$ cat config.mk
export PLATFORM = sky130hd
export DESIGN_NAME = cpim_merge
export DESIGN_NICKNAME = d
export VERILOG_FILES = /design/src/hdl/cpim_pkg.sv /design/src/hdl/cpim_merge.sv
export SDC_FILE = /design/constraint.sdc
export NUM_CORES = 2
export LEC_CHECK = 0
export ABC_AREA = 1
export BUFFER_PORTS_ARGS = -buffer_cell sky130_fd_sc_hd__buf_2
export CORE_MARGIN = 5
export CORE_UTILIZATION = 35
export CTS_BUF_LIST = sky130_fd_sc_hd__clkbuf_4
export DETAILED_ROUTE_END_ITERATION = 8
export HOLD_SLACK_MARGIN = 0.1
export SYNTH_ARGS = -nofsm -noshare
export SYNTH_HDL_FRONTEND = slang
export SYNTH_SLANG_ARGS = --single-unit
$ cat constraint.sdc
create_clock -name clock -period 4.65 [get_ports clock]
set_input_delay 0.465 -clock clock [delete_from_list [all_inputs] [get_ports clock]]
set_output_delay 0.465 -clock clock [all_outputs]
set_load 0.03 [all_outputs]
$ cat src/hdl/cpim_pkg.sv
// ----------------------------------------------------------------------------
// cpim_pkg: shared types and constants of the cell pair index merge
// Request and response payload structs, field widths, the reciprocal
// format used by the digit lanes and the register map of the CSR port.
// ----------------------------------------------------------------------------
package cpim_pkg;

   localparam int CELL_W   = 16;
   localparam int SPLIT_W  = 8;
   localparam int MERGED_W = 32;
   localparam int EXT_W    = 40;
   localparam int COORDS_W = 16;

   // Reciprocal of the radix as floor(2^RECIP_SHIFT / radix).
   localparam int RECIP_SHIFT = 20;
   localparam int RECIP_W     = 20;

   localparam int RES_REG_W  = 5;
   localparam int RANK_REG_W = 3;
   localparam int SRV_W      = 9;
   localparam int SRV_MAX    = 256;

   localparam int ADDR_W    = 4;
   localparam int DATA_W    = 32;
   localparam int REG_IDX_W = 2;

   localparam logic [REG_IDX_W-1:0] REG_RESOLUTION = 2'd0;
   localparam logic [REG_IDX_W-1:0] REG_RANK       = 2'd1;
   localparam logic [REG_IDX_W-1:0] REG_SERVERS    = 2'd2;

   localparam logic [RES_REG_W-1:0]  RES_RESET  = 5'd16;
   localparam logic [RANK_REG_W-1:0] RANK_RESET = 3'd2;
   localparam logic [SRV_W-1:0]      SRV_RESET  = 9'd1;

   typedef struct packed {
      logic [CELL_W-1:0]  outer_cell;
      logic [CELL_W-1:0]  inner_cell;
      logic [SPLIT_W-1:0] split_index;
   } req_type;

   typedef struct packed {
      logic                pair_valid;
      logic                range_error;
      logic [MERGED_W-1:0] merged_index;
      logic [EXT_W-1:0]    extended_index;
      logic [COORDS_W-1:0] outer_coords;
      logic [COORDS_W-1:0] inner_coords;
   } rsp_type;

endpackage

$ cat src/hdl/cpim_merge.sv
// ----------------------------------------------------------------------------
// cpim_merge: combines the coordinates of the outer and inner lanes
// Checks the pair dimension by dimension, builds the interleaved index by
// Horner steps, one digit per stage, and forms the extended index and the
// response in its output register.
// ----------------------------------------------------------------------------
module cpim_merge #(
   parameter int MAX_RANK   = 4,
   parameter int COORD_BITS = 4
) (
   input  logic                                clock,
   input  logic [2*MAX_RANK:0]                 en,
   input  logic [MAX_RANK*COORD_BITS-1:0]      outer_pack,
   input  logic [MAX_RANK*COORD_BITS-1:0]      inner_pack,
   input  logic                                outer_ovf,
   input  logic                                inner_ovf,
   input  logic [cpim_pkg::SPLIT_W-1:0]        split,
   input  logic [COORD_BITS:0]                 eff_res,
   input  logic [cpim_pkg::SRV_W-1:0]          eff_srv,
   output cpim_pkg::rsp_type                   rsp
);

   localparam int HSTG     = 2 * MAX_RANK;
   localparam int PACK_W   = MAX_RANK * COORD_BITS;
   localparam int MERGED_W = cpim_pkg::MERGED_W;
   localparam int EXT_W    = cpim_pkg::EXT_W;
   localparam int SPLIT_W  = cpim_pkg::SPLIT_W;
   localparam int COORDS_W = cpim_pkg::COORDS_W;

   logic [MERGED_W-1:0] m_ff   [HSTG];
   logic                ok_ff  [HSTG];
   logic                err_ff [HSTG];
   logic [PACK_W-1:0]   op_ff  [HSTG];
   logic [PACK_W-1:0]   ip_ff  [HSTG];
   logic [SPLIT_W-1:0]  sp_ff  [HSTG];

   logic [MERGED_W-1:0]   m_in  [HSTG];
   logic [COORD_BITS-1:0] dig   [HSTG];
   logic                  ok_in;
   logic [EXT_W-1:0]      ext_prod;
   logic [EXT_W-1:0]      ext_sum;
   logic                  good;
   cpim_pkg::rsp_type     rsp_in;
   cpim_pkg::rsp_type     rsp_ff;

   always_comb begin
      ok_in = 1'b1;
      for (int d = 0; d < MAX_RANK; d++) begin
         if (outer_pack[d*COORD_BITS +: COORD_BITS] > inner_pack[d*COORD_BITS +: COORD_BITS]) begin
            ok_in = 1'b0;
         end
      end
   end

   // Digits enter from the top: inner then outer for each dimension.
   always_comb begin
      dig[0]  = inner_pack[(MAX_RANK-1)*COORD_BITS +: COORD_BITS];
      m_in[0] = MERGED_W'(dig[0]);
      for (int j = 1; j < HSTG; j++) begin
         if (j % 2 == 0) begin
            dig[j] = ip_ff[j-1][(MAX_RANK-1-j/2)*COORD_BITS +: COORD_BITS];
         end else begin
            dig[j] = op_ff[j-1][(MAX_RANK-1-j/2)*COORD_BITS +: COORD_BITS];
         end
         m_in[j] = m_ff[j-1] * MERGED_W'(eff_res) + MERGED_W'(dig[j]);
      end
   end

   always_ff @(posedge clock) begin
      if (en[0]) begin
         m_ff[0]   <= m_in[0];
         ok_ff[0]  <= ok_in;
         err_ff[0] <= outer_ovf | inner_ovf;
         op_ff[0]  <= outer_pack;
         ip_ff[0]  <= inner_pack;
         sp_ff[0]  <= split;
      end
      for (int j = 1; j < HSTG; j++) begin
         if (en[j]) begin
            m_ff[j]   <= m_in[j];
            ok_ff[j]  <= ok_ff[j-1];
            err_ff[j] <= err_ff[j-1];
            op_ff[j]  <= op_ff[j-1];
            ip_ff[j]  <= ip_ff[j-1];
            sp_ff[j]  <= sp_ff[j-1];
         end
      end
   end

   always_comb begin
      ext_prod = EXT_W'(eff_srv) * EXT_W'(m_ff[HSTG-1]);
      ext_sum  = ext_prod + EXT_W'(sp_ff[HSTG-1]);
      good     = ok_ff[HSTG-1] && !err_ff[HSTG-1];
      rsp_in.range_error    = err_ff[HSTG-1];
      rsp_in.pair_valid     = good;
      rsp_in.merged_index   = good ? m_ff[HSTG-1] : '0;
      rsp_in.extended_index = good ? ext_sum : '0;
      if (err_ff[HSTG-1]) begin
         rsp_in.outer_coords = '0;
         rsp_in.inner_coords = '0;
      end else begin
         rsp_in.outer_coords = COORDS_W'(op_ff[HSTG-1]);
         rsp_in.inner_coords = COORDS_W'(ip_ff[HSTG-1]);
      end
   end

   always_ff @(posedge clock) begin
      if (en[HSTG]) begin
         rsp_ff <= rsp_in;
      end
   end

   assign rsp = rsp_ff;

endmodule

==> impl_metrics.env <==
export IMPL_status="finished, final reports clean"
export IMPL_clk_pin_slew_ns=0.07
export IMPL_antenna_found_initial=3
export IMPL_cp_arrival_ns=5.42
export IMPL_syn_instance_count=5942
export IMPL_period_needed_ns=4.64
export IMPL_wl_um=133000
export IMPL_r2r_setup_slack_ns=0.008
export IMPL_slew_viol_final=0
export IMPL_synthAdderAreaFrac_pct=33.1
export IMPL_synthFlopType="edfxtp_1"
export IMPL_synth_top_family_by_area="adder cells"
export IMPL_r2r_start="m_ff[1][103]$_DFFE_PP_"
export IMPL_rsz0062_at_grt="yes"
export IMPL_drt_pass1_iter_count=5
export IMPL_hold_violations=0
export IMPL_crit_path_end_kind="flip-flop"
export IMPL_drt_vias_per_instance=4.57
export IMPL_root_buffer="clkbuf_4"
export IMPL_ios=172
export IMPL_synth_edff_count=614
export IMPL_worst_pin_slew_ns=1.06
export IMPL_syn_area_sq_um=54300
export IMPL_synth_top_cell_area_share_pct=34.0
export IMPL_die_w_um=404
export IMPL_numPortBuffers=171
export IMPL_min_to="ip_ff[5][2]$_DFFE_PP_"
export IMPL_critPathMaxFanout=4
export IMPL_startpoint_type="flip-flop"
export IMPL_dieArea_sq_um=163000
export IMPL_holdWs_ns=0.374
export IMPL_post_route_period_util_pct=99.8
export IMPL_path_class="reg -> reg"
export IMPL_place_congestion=0.898
export IMPL_clockBufferDepth=3
export IMPL_ys_seq_area_share_pct=34.0
export IMPL_synth_avg_cell_area_sq_um=9.13
export IMPL_start_util_pct=35.2
export IMPL_grt_pass1_vias=42000
export IMPL_yosys_area_share_simple_pct=16.3
export IMPL_worstReg2RegEnd="rsp[68]$_SDFFCE_PN0P_"
export IMPL_vias=39600
export IMPL_rows=144
export IMPL_route_antenna_remaining_nets=0
export IMPL_die_y_um=404
export IMPL_ys_warn_count=0
export IMPL_final_nets=7631
export IMPL_htree_levels=4
export IMPL_drive_above_1_share_pct=13.5
export IMPL_drc=0
export IMPL_grt_remaining_overflow=0
export IMPL_synth_top_cell_by_area="edfxtp_1"
export IMPL_synth_cell_type_count=44
export IMPL_dp_hpwl_um=106000
export IMPL_ys_ff_latch=614
export IMPL_setup_tns_ns=0
export IMPL_grt_max_degree=69
export IMPL_first_iter_violations=1975
export IMPL_clock_latency_ns=1.08
export IMPL_muxShareOfSynthArea_pct=0
export IMPL_grtUsageTotal_pct=16.6
export IMPL_required_ns=5.43
export IMPL_yosys_top_cells_area="edfxtp_1 34%, fa_1 23%, nand2_1 11%"
export IMPL_max_freq_ghz=0.215
export IMPL_postLayoutCoreUtil_pct=41.2
export IMPL_min_path_cells=0
export IMPL_syn_to_final_growth_pct=16.9
export IMPL_synth_compound_area_share_pct=4.17
export IMPL_grt_pass1_wl_um=218000
export IMPL_maxCapViolCount=0
export IMPL_fin_skew_ns=0.0821
export IMPL_setup_violations=0
export IMPL_cts_tree="built"
export IMPL_reg2reg_depth=19
export IMPL_synth_nets=7076
export IMPL_relSlewSlack_pct=29.3
export IMPL_synth_xor_area_share_pct=1.94
export IMPL_cts_buffers=166
export IMPL_min_from="ip_ff[4][2]$_DFFE_PP_"
export IMPL_clkSinkCount=614
export IMPL_hold_path_class="reg -> reg"
export IMPL_core_area_sq_um=154000
export IMPL_async_flop_share_pct=0
export IMPL_wl_per_cell_um=15.3
sequential cells by signal, indices dropped and copies added, names as in the netlist:
name,cells
rsp,106
m_ff,172
ip_ff,128
sp_ff,64
err_ff,8
op_ff,128
ok_ff,8
layout by cell type, fill, tap and decap left out, drive strengths merged, types with 2 or more instances in the layout:
cell | synthesis | routed
nand2 | 1663 | 1663
inv | 1369 | 1377
fa | 615 | 615
edfxtp | 614 | 614
ha | 453 | 453
buf | 16 | 440
nor2 | 311 | 311
a21oi | 229 | 229
clkbuf | 132 | 220
nand3 | 146 | 146
o21ai | 103 | 103
dlygate4sd3 | 0 | 95
xor2 | 92 | 92
clkinv | 1 | 43
nand4 | 41 | 41
nor3 | 37 | 37
xnor2 | 28 | 28
o21bai | 27 | 27
a21o | 20 | 20
o21a | 15 | 15
diode | 0 | 10
nand3b | 6 | 6
a21boi | 5 | 5
a31oi | 5 | 5
nor4 | 5 | 5
or2 | 3 | 3
o211ai | 2 | 2
bufinv | 0 | 2
worst max path at each step:
stage                                 startpoint  slack [ns]                    end
after detailed placement              eff_srv[0]       -0.45  rsp[67]$_SDFFCE_PN0P_
after global routing      m_ff[1][101]$_DFFE_PP_       -0.21  rsp[66]$_SDFFCE_PN0P_
final                     m_ff[1][103]$_DFFE_PP_       0.008  rsp[68]$_SDFFCE_PN0P_
after global placement                eff_srv[0]       -0.45  rsp[58]$_SDFFCE_PN0P_
after floorplan                       eff_srv[0]        0.02  rsp[64]$_SDFFCE_PN0P_
after CTS                 m_ff[1][101]$_DFFE_PP_       -0.04  rsp[64]$_SDFFCE_PN0P_
cell families after synthesis:
group	Yosys count
AOI/OAI and AO/OA	409
xor gates and xnor gates	120
adders and majority gates	1068
buffers and inverters	1518
DFF	614
and+or+nand+nor	2213
area by class of cell:
type | count | area [sq um]
Timing Repair Buffer | 535 | 4230
Antenna cell | 10 | 25.0
Sequential cell | 614 | 18400
Clock inverter | 53 | 343
Clock buffer | 220 | 1650
Inverter | 1370 | 5140
Multi-Input combinational cell | 3810 | 31100
Tap cell | 2044 | 2560
Fill cell | 15300 | 90600
cells in the mapped netlist (41+ instances only):
| library cell | instances |
|---|---|
| nand2_1 | 1646 |
| nand3_1 | 138 |
| clkbuf_1 | 132 |
| xor2_1 | 92 |
| nor2_1 | 300 |
| nand4_1 | 41 |
| fa_1 | 615 |
| inv_1 | 1364 |
| ha_1 | 453 |
| edfxtp_1 | 614 |
| a21oi_1 | 228 |
| o21ai_0 | 98 |
per-layer routing:
metal	GRT usage (%)	vias to the layer above	routed length, um
li1	-	19500	-
met1	20.6	19100	56700
met2	29.2	822	65900
met3	2.95	247	5950
met4	5.88	0	4150
met5	0	-	0
metrics by stage:
stage	area, sq um	setup slack (ns)	std cells
after floorplan	54300	0.0180	5942
after global placement	59200	-0.447	8246
after detailed placement	59200	-0.447	8246
after CTS	62900	-0.0422	8640
after global routing	63400	-0.208	8655
final	63400	0.00796	8656
timing repair:
action / CTS / global route
pin swaps: 25 / 37
gates resized for setup: 98 / 102
endpoints found under the setup margin: 30 / 32
hold buffers: 95 / 0
endpoints found under the hold margin: 382 / 0
buffers inserted: 26 / 6
critical path: stages (launching register included):
cell and delay, ns:
edfxtp_1 0.42, nand2_2 0.08, fa_1 0.51, inv_1 0.05, fa_1 0.55, inv_2 0.05
fa_1 0.50, inv_1 0.05, fa_1 0.49, fa_1 0.45, ha_4 0.34, nand2_4 0.08
nor2_2 0.10, inv_2 0.06, nor2_1 0.10, nand3b_1 0.13, nand3_4 0.14, nand2_2 0.06
a21oi_1 0.13, nor2_1 0.06
Power is left out: the tool's default activity adds up to more than one toggle a clock period on the data nets, which glitch-free logic cannot reach.
