--- config.mk ---
export PLATFORM = sky130hd
export DESIGN_NAME = cpim_lane
export DESIGN_NICKNAME = d
export VERILOG_FILES = /design/src/hdl/cpim_pkg.sv /design/src/hdl/cpim_lane.sv
export SDC_FILE = /design/constraint.sdc
export NUM_CORES = 2
export LEC_CHECK = 0
export ABC_AREA = 1
export BUFFER_PORTS_ARGS = -buffer_cell sky130_fd_sc_hd__buf_4
export CAP_MARGIN = 20
export CELL_PAD_IN_SITES_DETAIL_PLACEMENT = 1
export CELL_PAD_IN_SITES_GLOBAL_PLACEMENT = 2
export CORE_ASPECT_RATIO = 0.9
export CORE_MARGIN = 2
export CORE_UTILIZATION = 41
export CTS_BUF_LIST = sky130_fd_sc_hd__clkbuf_8
export DETAILED_ROUTE_END_ITERATION = 8
export PLACE_DENSITY_LB_ADDON = 0.1
export SLEW_MARGIN = 20
export SYNTH_ARGS = -nofsm -noshare
export SYNTH_HDL_FRONTEND = slang
export SYNTH_SLANG_ARGS = --single-unit
--- constraint.sdc ---
create_clock -name clock -period 7.95 [get_ports clock]
set_input_delay 1.1925 -clock clock [delete_from_list [all_inputs] [get_ports clock]]
set_output_delay 1.1925 -clock clock [all_outputs]
set_load 0.1 [all_outputs]
--- src/hdl/cpim_pkg.sv ---
// ----------------------------------------------------------------------------
// cpim_pkg: shared types and constants of the cell pair index merge
// Request and response payload structs, field widths, the reciprocal
// format used by the digit lanes and the register map of the CSR port.
// ----------------------------------------------------------------------------
package cpim_pkg;

   localparam int CELL_W   = 16;
   localparam int SPLIT_W  = 8;
   localparam int MERGED_W = 32;
   localparam int EXT_W    = 40;
   localparam int COORDS_W = 16;

   // Reciprocal of the radix as floor(2^RECIP_SHIFT / radix).
   localparam int RECIP_SHIFT = 20;
   localparam int RECIP_W     = 20;

   localparam int RES_REG_W  = 5;
   localparam int RANK_REG_W = 3;
   localparam int SRV_W      = 9;
   localparam int SRV_MAX    = 256;

   localparam int ADDR_W    = 4;
   localparam int DATA_W    = 32;
   localparam int REG_IDX_W = 2;

   localparam logic [REG_IDX_W-1:0] REG_RESOLUTION = 2'd0;
   localparam logic [REG_IDX_W-1:0] REG_RANK       = 2'd1;
   localparam logic [REG_IDX_W-1:0] REG_SERVERS    = 2'd2;

   localparam logic [RES_REG_W-1:0]  RES_RESET  = 5'd16;
   localparam logic [RANK_REG_W-1:0] RANK_RESET = 3'd2;
   localparam logic [SRV_W-1:0]      SRV_RESET  = 9'd1;

   typedef struct packed {
      logic [CELL_W-1:0]  outer_cell;
      logic [CELL_W-1:0]  inner_cell;
      logic [SPLIT_W-1:0] split_index;
   } req_type;

   typedef struct packed {
      logic                pair_valid;
      logic                range_error;
      logic [MERGED_W-1:0] merged_index;
      logic [EXT_W-1:0]    extended_index;
      logic [COORDS_W-1:0] outer_coords;
      logic [COORDS_W-1:0] inner_coords;
   } rsp_type;

endpackage

--- src/hdl/cpim_lane.sv ---
// ----------------------------------------------------------------------------
// cpim_lane: radix digit decoder for one cell index
// Takes a cell index apart into one coordinate per dimension, lowest
// dimension first, with two pipeline stages per digit, and flags a cell
// that does not fit in the configured number of dimensions.
// ----------------------------------------------------------------------------
module cpim_lane #(
   parameter int MAX_RANK   = 4,
   parameter int COORD_BITS = 4
) (
   input  logic                                 clock,
   input  logic [2*MAX_RANK-1:0]                en,
   input  logic [cpim_pkg::CELL_W-1:0]          cell_idx,
   input  logic [COORD_BITS:0]                  eff_res,
   input  logic [cpim_pkg::RECIP_W-1:0]         recip,
   input  logic [$clog2(MAX_RANK+1)-1:0]        eff_rank,
   output logic [MAX_RANK*COORD_BITS-1:0]       coords,
   output logic                                 overflow
);

   localparam int CELL_W      = cpim_pkg::CELL_W;
   localparam int RECIP_W     = cpim_pkg::RECIP_W;
   localparam int RECIP_SHIFT = cpim_pkg::RECIP_SHIFT;
   localparam int RES_W       = COORD_BITS + 1;
   localparam int RANK_W      = $clog2(MAX_RANK + 1);
   localparam int PACK_W      = MAX_RANK * COORD_BITS;
   localparam int PROD_W      = CELL_W + RECIP_W;
   localparam int REM_W       = CELL_W + RES_W;

   // First stage of a digit: estimated quotient, at most one too small.
   logic [CELL_W-1:0] xa_ff   [MAX_RANK];
   logic [CELL_W-1:0] qe_ff   [MAX_RANK];
   logic [PACK_W-1:0] packa_ff[MAX_RANK];
   logic              ovfa_ff [MAX_RANK];
   logic [CELL_W-1:0] xa_in   [MAX_RANK];
   logic [CELL_W-1:0] qe_in   [MAX_RANK];
   logic [PACK_W-1:0] packa_in[MAX_RANK];
   logic              ovfa_in [MAX_RANK];

   // Second stage: corrected quotient and the digit.
   logic [CELL_W-1:0] xq_ff   [MAX_RANK];
   logic [PACK_W-1:0] packb_ff[MAX_RANK];
   logic              ovfb_ff [MAX_RANK];
   logic [CELL_W-1:0] xq_in   [MAX_RANK];
   logic [PACK_W-1:0] packb_in[MAX_RANK];
   logic              ovfb_in [MAX_RANK];

   logic [PROD_W-1:0]     prod  [MAX_RANK];
   logic [REM_W-1:0]      back  [MAX_RANK];
   logic [REM_W-1:0]      diff  [MAX_RANK];
   logic [RES_W-1:0]      rem   [MAX_RANK];
   logic [COORD_BITS-1:0] digit [MAX_RANK];

   always_comb begin
      for (int d = 0; d < MAX_RANK; d++) begin
         if (d == 0) begin
            xa_in[d]    = cell_idx;
            packa_in[d] = '0;
            ovfa_in[d]  = 1'b0;
         end else begin
            xa_in[d]    = xq_ff[d-1];
            packa_in[d] = packb_ff[d-1];
            ovfa_in[d]  = ovfb_ff[d-1];
         end
         prod[d]  = PROD_W'(xa_in[d]) * PROD_W'(recip);
         qe_in[d] = prod[d][RECIP_SHIFT +: CELL_W];
      end
   end

   always_comb begin
      for (int d = 0; d < MAX_RANK; d++) begin
         back[d] = REM_W'(qe_ff[d]) * REM_W'(eff_res);
         diff[d] = REM_W'(xa_ff[d]) - back[d];
         // The estimate leaves a remainder below twice the radix.
         if (diff[d][RES_W-1:0] >= eff_res) begin
            xq_in[d] = qe_ff[d] + CELL_W'(1);
            rem[d]   = diff[d][RES_W-1:0] - eff_res;
         end else begin
            xq_in[d] = qe_ff[d];
            rem[d]   = diff[d][RES_W-1:0];
         end
         if (RANK_W'(d) < eff_rank) begin
            digit[d] = rem[d][COORD_BITS-1:0];
         end else begin
            digit[d] = '0;
         end
         packb_in[d] = packa_ff[d];
         packb_in[d][d*COORD_BITS +: COORD_BITS] = digit[d];
         // Whatever is left above the top dimension means the cell is too large.
         ovfb_in[d] = ovfa_ff[d]
                    | ((RANK_W'(d + 1) == eff_rank) && (xq_in[d] != '0));
      end
   end

   always_ff @(posedge clock) begin
      for (int d = 0; d < MAX_RANK; d++) begin
         if (en[2*d]) begin
            xa_ff[d]    <= xa_in[d];
            qe_ff[d]    <= qe_in[d];
            packa_ff[d] <= packa_in[d];
            ovfa_ff[d]  <= ovfa_in[d];
         end
         if (en[2*d+1]) begin
            xq_ff[d]    <= xq_in[d];
            packb_ff[d] <= packb_in[d];
            ovfb_ff[d]  <= ovfb_in[d];
         end
      end
   end

   assign coords   = packb_ff[MAX_RANK-1];
   assign overflow = ovfb_ff[MAX_RANK-1];

endmodule

==> summary.md <==
| Metric | Value |
|---|---|
| Total iterations of the first detailed-routing run | `5` |
| Die Wd | `388 um` |
| Global-route wire length before repair | `275000 um` |
| Most frequent cells in the layout | `nand2_1, inv_1, fa_1, ha_1, nor2_1` |
| Worst r2r src | `xq_ff[1][10]` |
| Final worst slack | `1.44 ns` |
| Die area | `136000 um^2` |
| Worst skew pair latency | `0.64 ns` |
| DP Wirelength | `138000 um` |
| Post-CTS sizing | `0` |
| CTS sink count | `203` |
| Required time worst endpoint | `8.33 ns` |
| Most common cell after layout, fill and taps aside | `nand2_1` |
| CP max FO | `46` |
| Crit-path most repeated cell | `fa_1` |
| Synth Area per Inst | `7.72 um^2` |
| Endpoint of the worst hold path | `packa_ff[3][3]` |
| Die Ht | `349 um` |
| CP Launch Type | `primary input` |
| Initial Util | `41.4%` |
| Vias in the first global route | `48593` |
| Register-to-register setup slack | `1.61 ns` |
| Final setup vio count | `0` |
| Post-Syn Instances | `7043` |
| Hold wc startpoint | `packb_ff[2][3]` |
| Reg2reg end | `qe_ff[2][15]` |
| Yosys warning total | `0` |
| Post-synth EDFFs | `203` |
| Final wirelength | `170000 um` |
| Top FF cell, synth | `edfxtp_1` |
| Post-CTS Hold Fix Bufs | `0` |
| Syn_nets | `8588` |
| CP max stage cell | `buf_4` |
| Clock Skew | `0.0447 ns` |
| Final critical-path share of the clock period | `81.8%` |
| Critical Path AT | `6.88 ns` |
| Worst reg-to-reg path cell count | `19` |
| Vias per cell | `4.93` |
| Initial antenna violation count | `4` |
| Clock Tree Root | `clkbuf_8` |
| GP Congestion | `0.877` |
| Top delay family on crit path | `adder cells` |
| Clock buffer depth | `3` |
| Yosys reg bits | `203` |
| Worst path cell trace | `buf_4 -> nand2_1 -> fa_1 -> fa_1 -> inv_1 -> fa_1 -> fa_1 -> fa_1 -> inv_1 -> fa_1 -> inv_1 -> ha_1 -> a21oi_1 -> o21ai_0 -> a21oi_1 -> o21ai_0 -> nor3_1 -> nand2_1 -> nand2_1 -> nand2_1` |
| Cell Area, Synth | `54400 um^2` |
| WL/cell | `19.5 um` |
| PortBufs | `69` |
| Final-report max-slew violation count | `0` |
| Via Count | `42912` |
| Num CTS Buffers | `41` |
| Routed Antenna Nets | `0` |
| GRT Util Overall | `26.0%` |
| Final setup TNS | `0 ns` |
| Total grt overflow | `0` |
| Area of the core | `131000 um^2` |
| TritonCTS clock tree | `done` |
| FMAX | `154 MHz` |
| Dpl ws | `0.803 ns` |
| Buf+Inv Stages, Crit Path | `4` |
| Status | `finished clean` |
| MaxCap Viol Count | `0` |
| Crit path capture type | `register` |
| Crit path largest cell delay | `0.64 ns` |
| Initial drt markers | `2012` |
| Remaining DRCs | `0` |
| Slew at the pin closest to its max-slew limit | `1.12 ns` |
| IO Count | `70` |
| RSZ-0062 raised after global routing | `false` |
| Share of cells above drive strength 1 | `3.52%` |
| Largest net degree at the start of global routing | `50` |
| Reg clk slew, reported paths | `0.06 ns` |
| Library cells used by synthesis | `47` |
| Cell depth of the worst hold path | `0` |
| Final #Nets | `8496` |
| Hold/Removal Path Class | `reg2reg` |
| H-Tree Depth | `2` |
| Min cycle time layout | `6.51 ns` |
| Area growth, synth to finish | `5.88%` |
| Asr flop ratio synth | `0%` |
| Critical path class | `in2reg` |
| Worst rel slew slack | `25.3%` |
| Register area share after synthesis | `11.2%` |
| Core Rows | `126` |
| Final Hold Fails | `0` |
| Postcts setup bufs | `0` |
synth_stat cells, types with 2 or more instances:
library cell | n | area share (%)
buf_1 | 36 | 0.25
buf_6 | 5 | 0.10
nor2_2 | 2 | 0.023
nand3_1 | 119 | 1.1
a21oi_4 | 2 | 0.060
inv_2 | 3 | 0.021
nand3b_1 | 3 | 0.041
buf_4 | 3 | 0.041
o21ai_0 | 125 | 1.2
nor2_1 | 290 | 2.0
nor4_1 | 6 | 0.069
edfxtp_1 | 203 | 11
nand4_2 | 2 | 0.046
a21o_1 | 16 | 0.22
or2_2 | 3 | 0.035
buf_2 | 22 | 0.20
o21bai_1 | 19 | 0.26
nand2_1 | 2060 | 14
a21boi_0 | 10 | 0.14
ha_1 | 480 | 11
nor3_1 | 38 | 0.35
o211ai_1 | 7 | 0.097
a22oi_1 | 3 | 0.041
nand3_4 | 2 | 0.064
o21a_1 | 6 | 0.083
fa_1 | 1012 | 37
inv_1 | 1952 | 13
nand4_1 | 49 | 0.56
clkbuf_1 | 227 | 1.6
nand4_4 | 2 | 0.078
a31oi_1 | 11 | 0.13
a21oi_1 | 157 | 1.4
nor3b_1 | 2 | 0.028
xor2_1 | 87 | 1.4
o21ai_1 | 2 | 0.018
a211oi_1 | 6 | 0.083
xnor2_1 | 50 | 0.81
nand2_2 | 12 | 0.14
how the worst max path moves through the flow:
stage               slack, ns       from  cells past startpoint            to
floorplan                1.49  recip[16]                     21   qe_ff[3][7]
detailed placement       0.80  recip[17]                     20  qe_ff[2][15]
CTS                      1.49  recip[17]                     20  qe_ff[2][15]
global placement         0.87  recip[17]                     20  qe_ff[0][11]
finish                   1.44  recip[17]                     20  qe_ff[2][15]
global route             1.16  recip[17]                     23   qe_ff[3][9]
per-stage QoR:
step | instance area (um^2) | cells | utilization (%) | hold WS [ns]
after detailed placement | 56700 | 8634 | 43.2 | 0.406
after CTS | 57500 | 8705 | 43.8 | 0.419
after floorplan | 54400 | 7043 | - | 0.400
after global routing | 57600 | 8709 | 43.8 | 0.424
after global placement | 56700 | 8632 | 43.2 | 0.402
final | 57600 | 8712 | 43.8 | 0.415
flip-flops by register name (all words and copies together), names as in the netlist:
register	count
ovfa_ff	3
xa_ff	20
ovfb_ff	4
packb_ff	40
packa_ff	24
qe_ff	64
xq_ff	48
logic make-up (layout without fill, tap and decap cells):
logic type	Yosys count	after routing	share of synthesized area, %
AOI/OAI and AO/OA	368	368	3.79
buffers and inverters	2251	2187	15.7
other	0	5	0
xor gates and xnor gates	137	137	2.21
DFF	203	203	11.2
adders and majority gates	1492	1492	48.3
and+or+nand+nor	2592	2592	18.8
area by class of cell:
cell class,instances,area [um^2]
tap,1728,2160
inverter,1958,7350
antenna,5,12.5
timing repair buffer,158,1390
clock inverter,30,235
fill,16180,73800
multi-input combinational,4589,39700
clock buffer,41,564
sequential,203,6100
per-layer routing:
layer,global-route usage (%),up-vias,part of all wire (%)
li1,-,20154,-
met5,0,-,0.020
met2,45.2,579,48
met1,35.0,22035,46
met4,5.34,6,2.0
met3,2.96,138,3.8
Power is not shown: default switching activity piles up to over one toggle a cycle in this logic, so the estimate is an artifact.
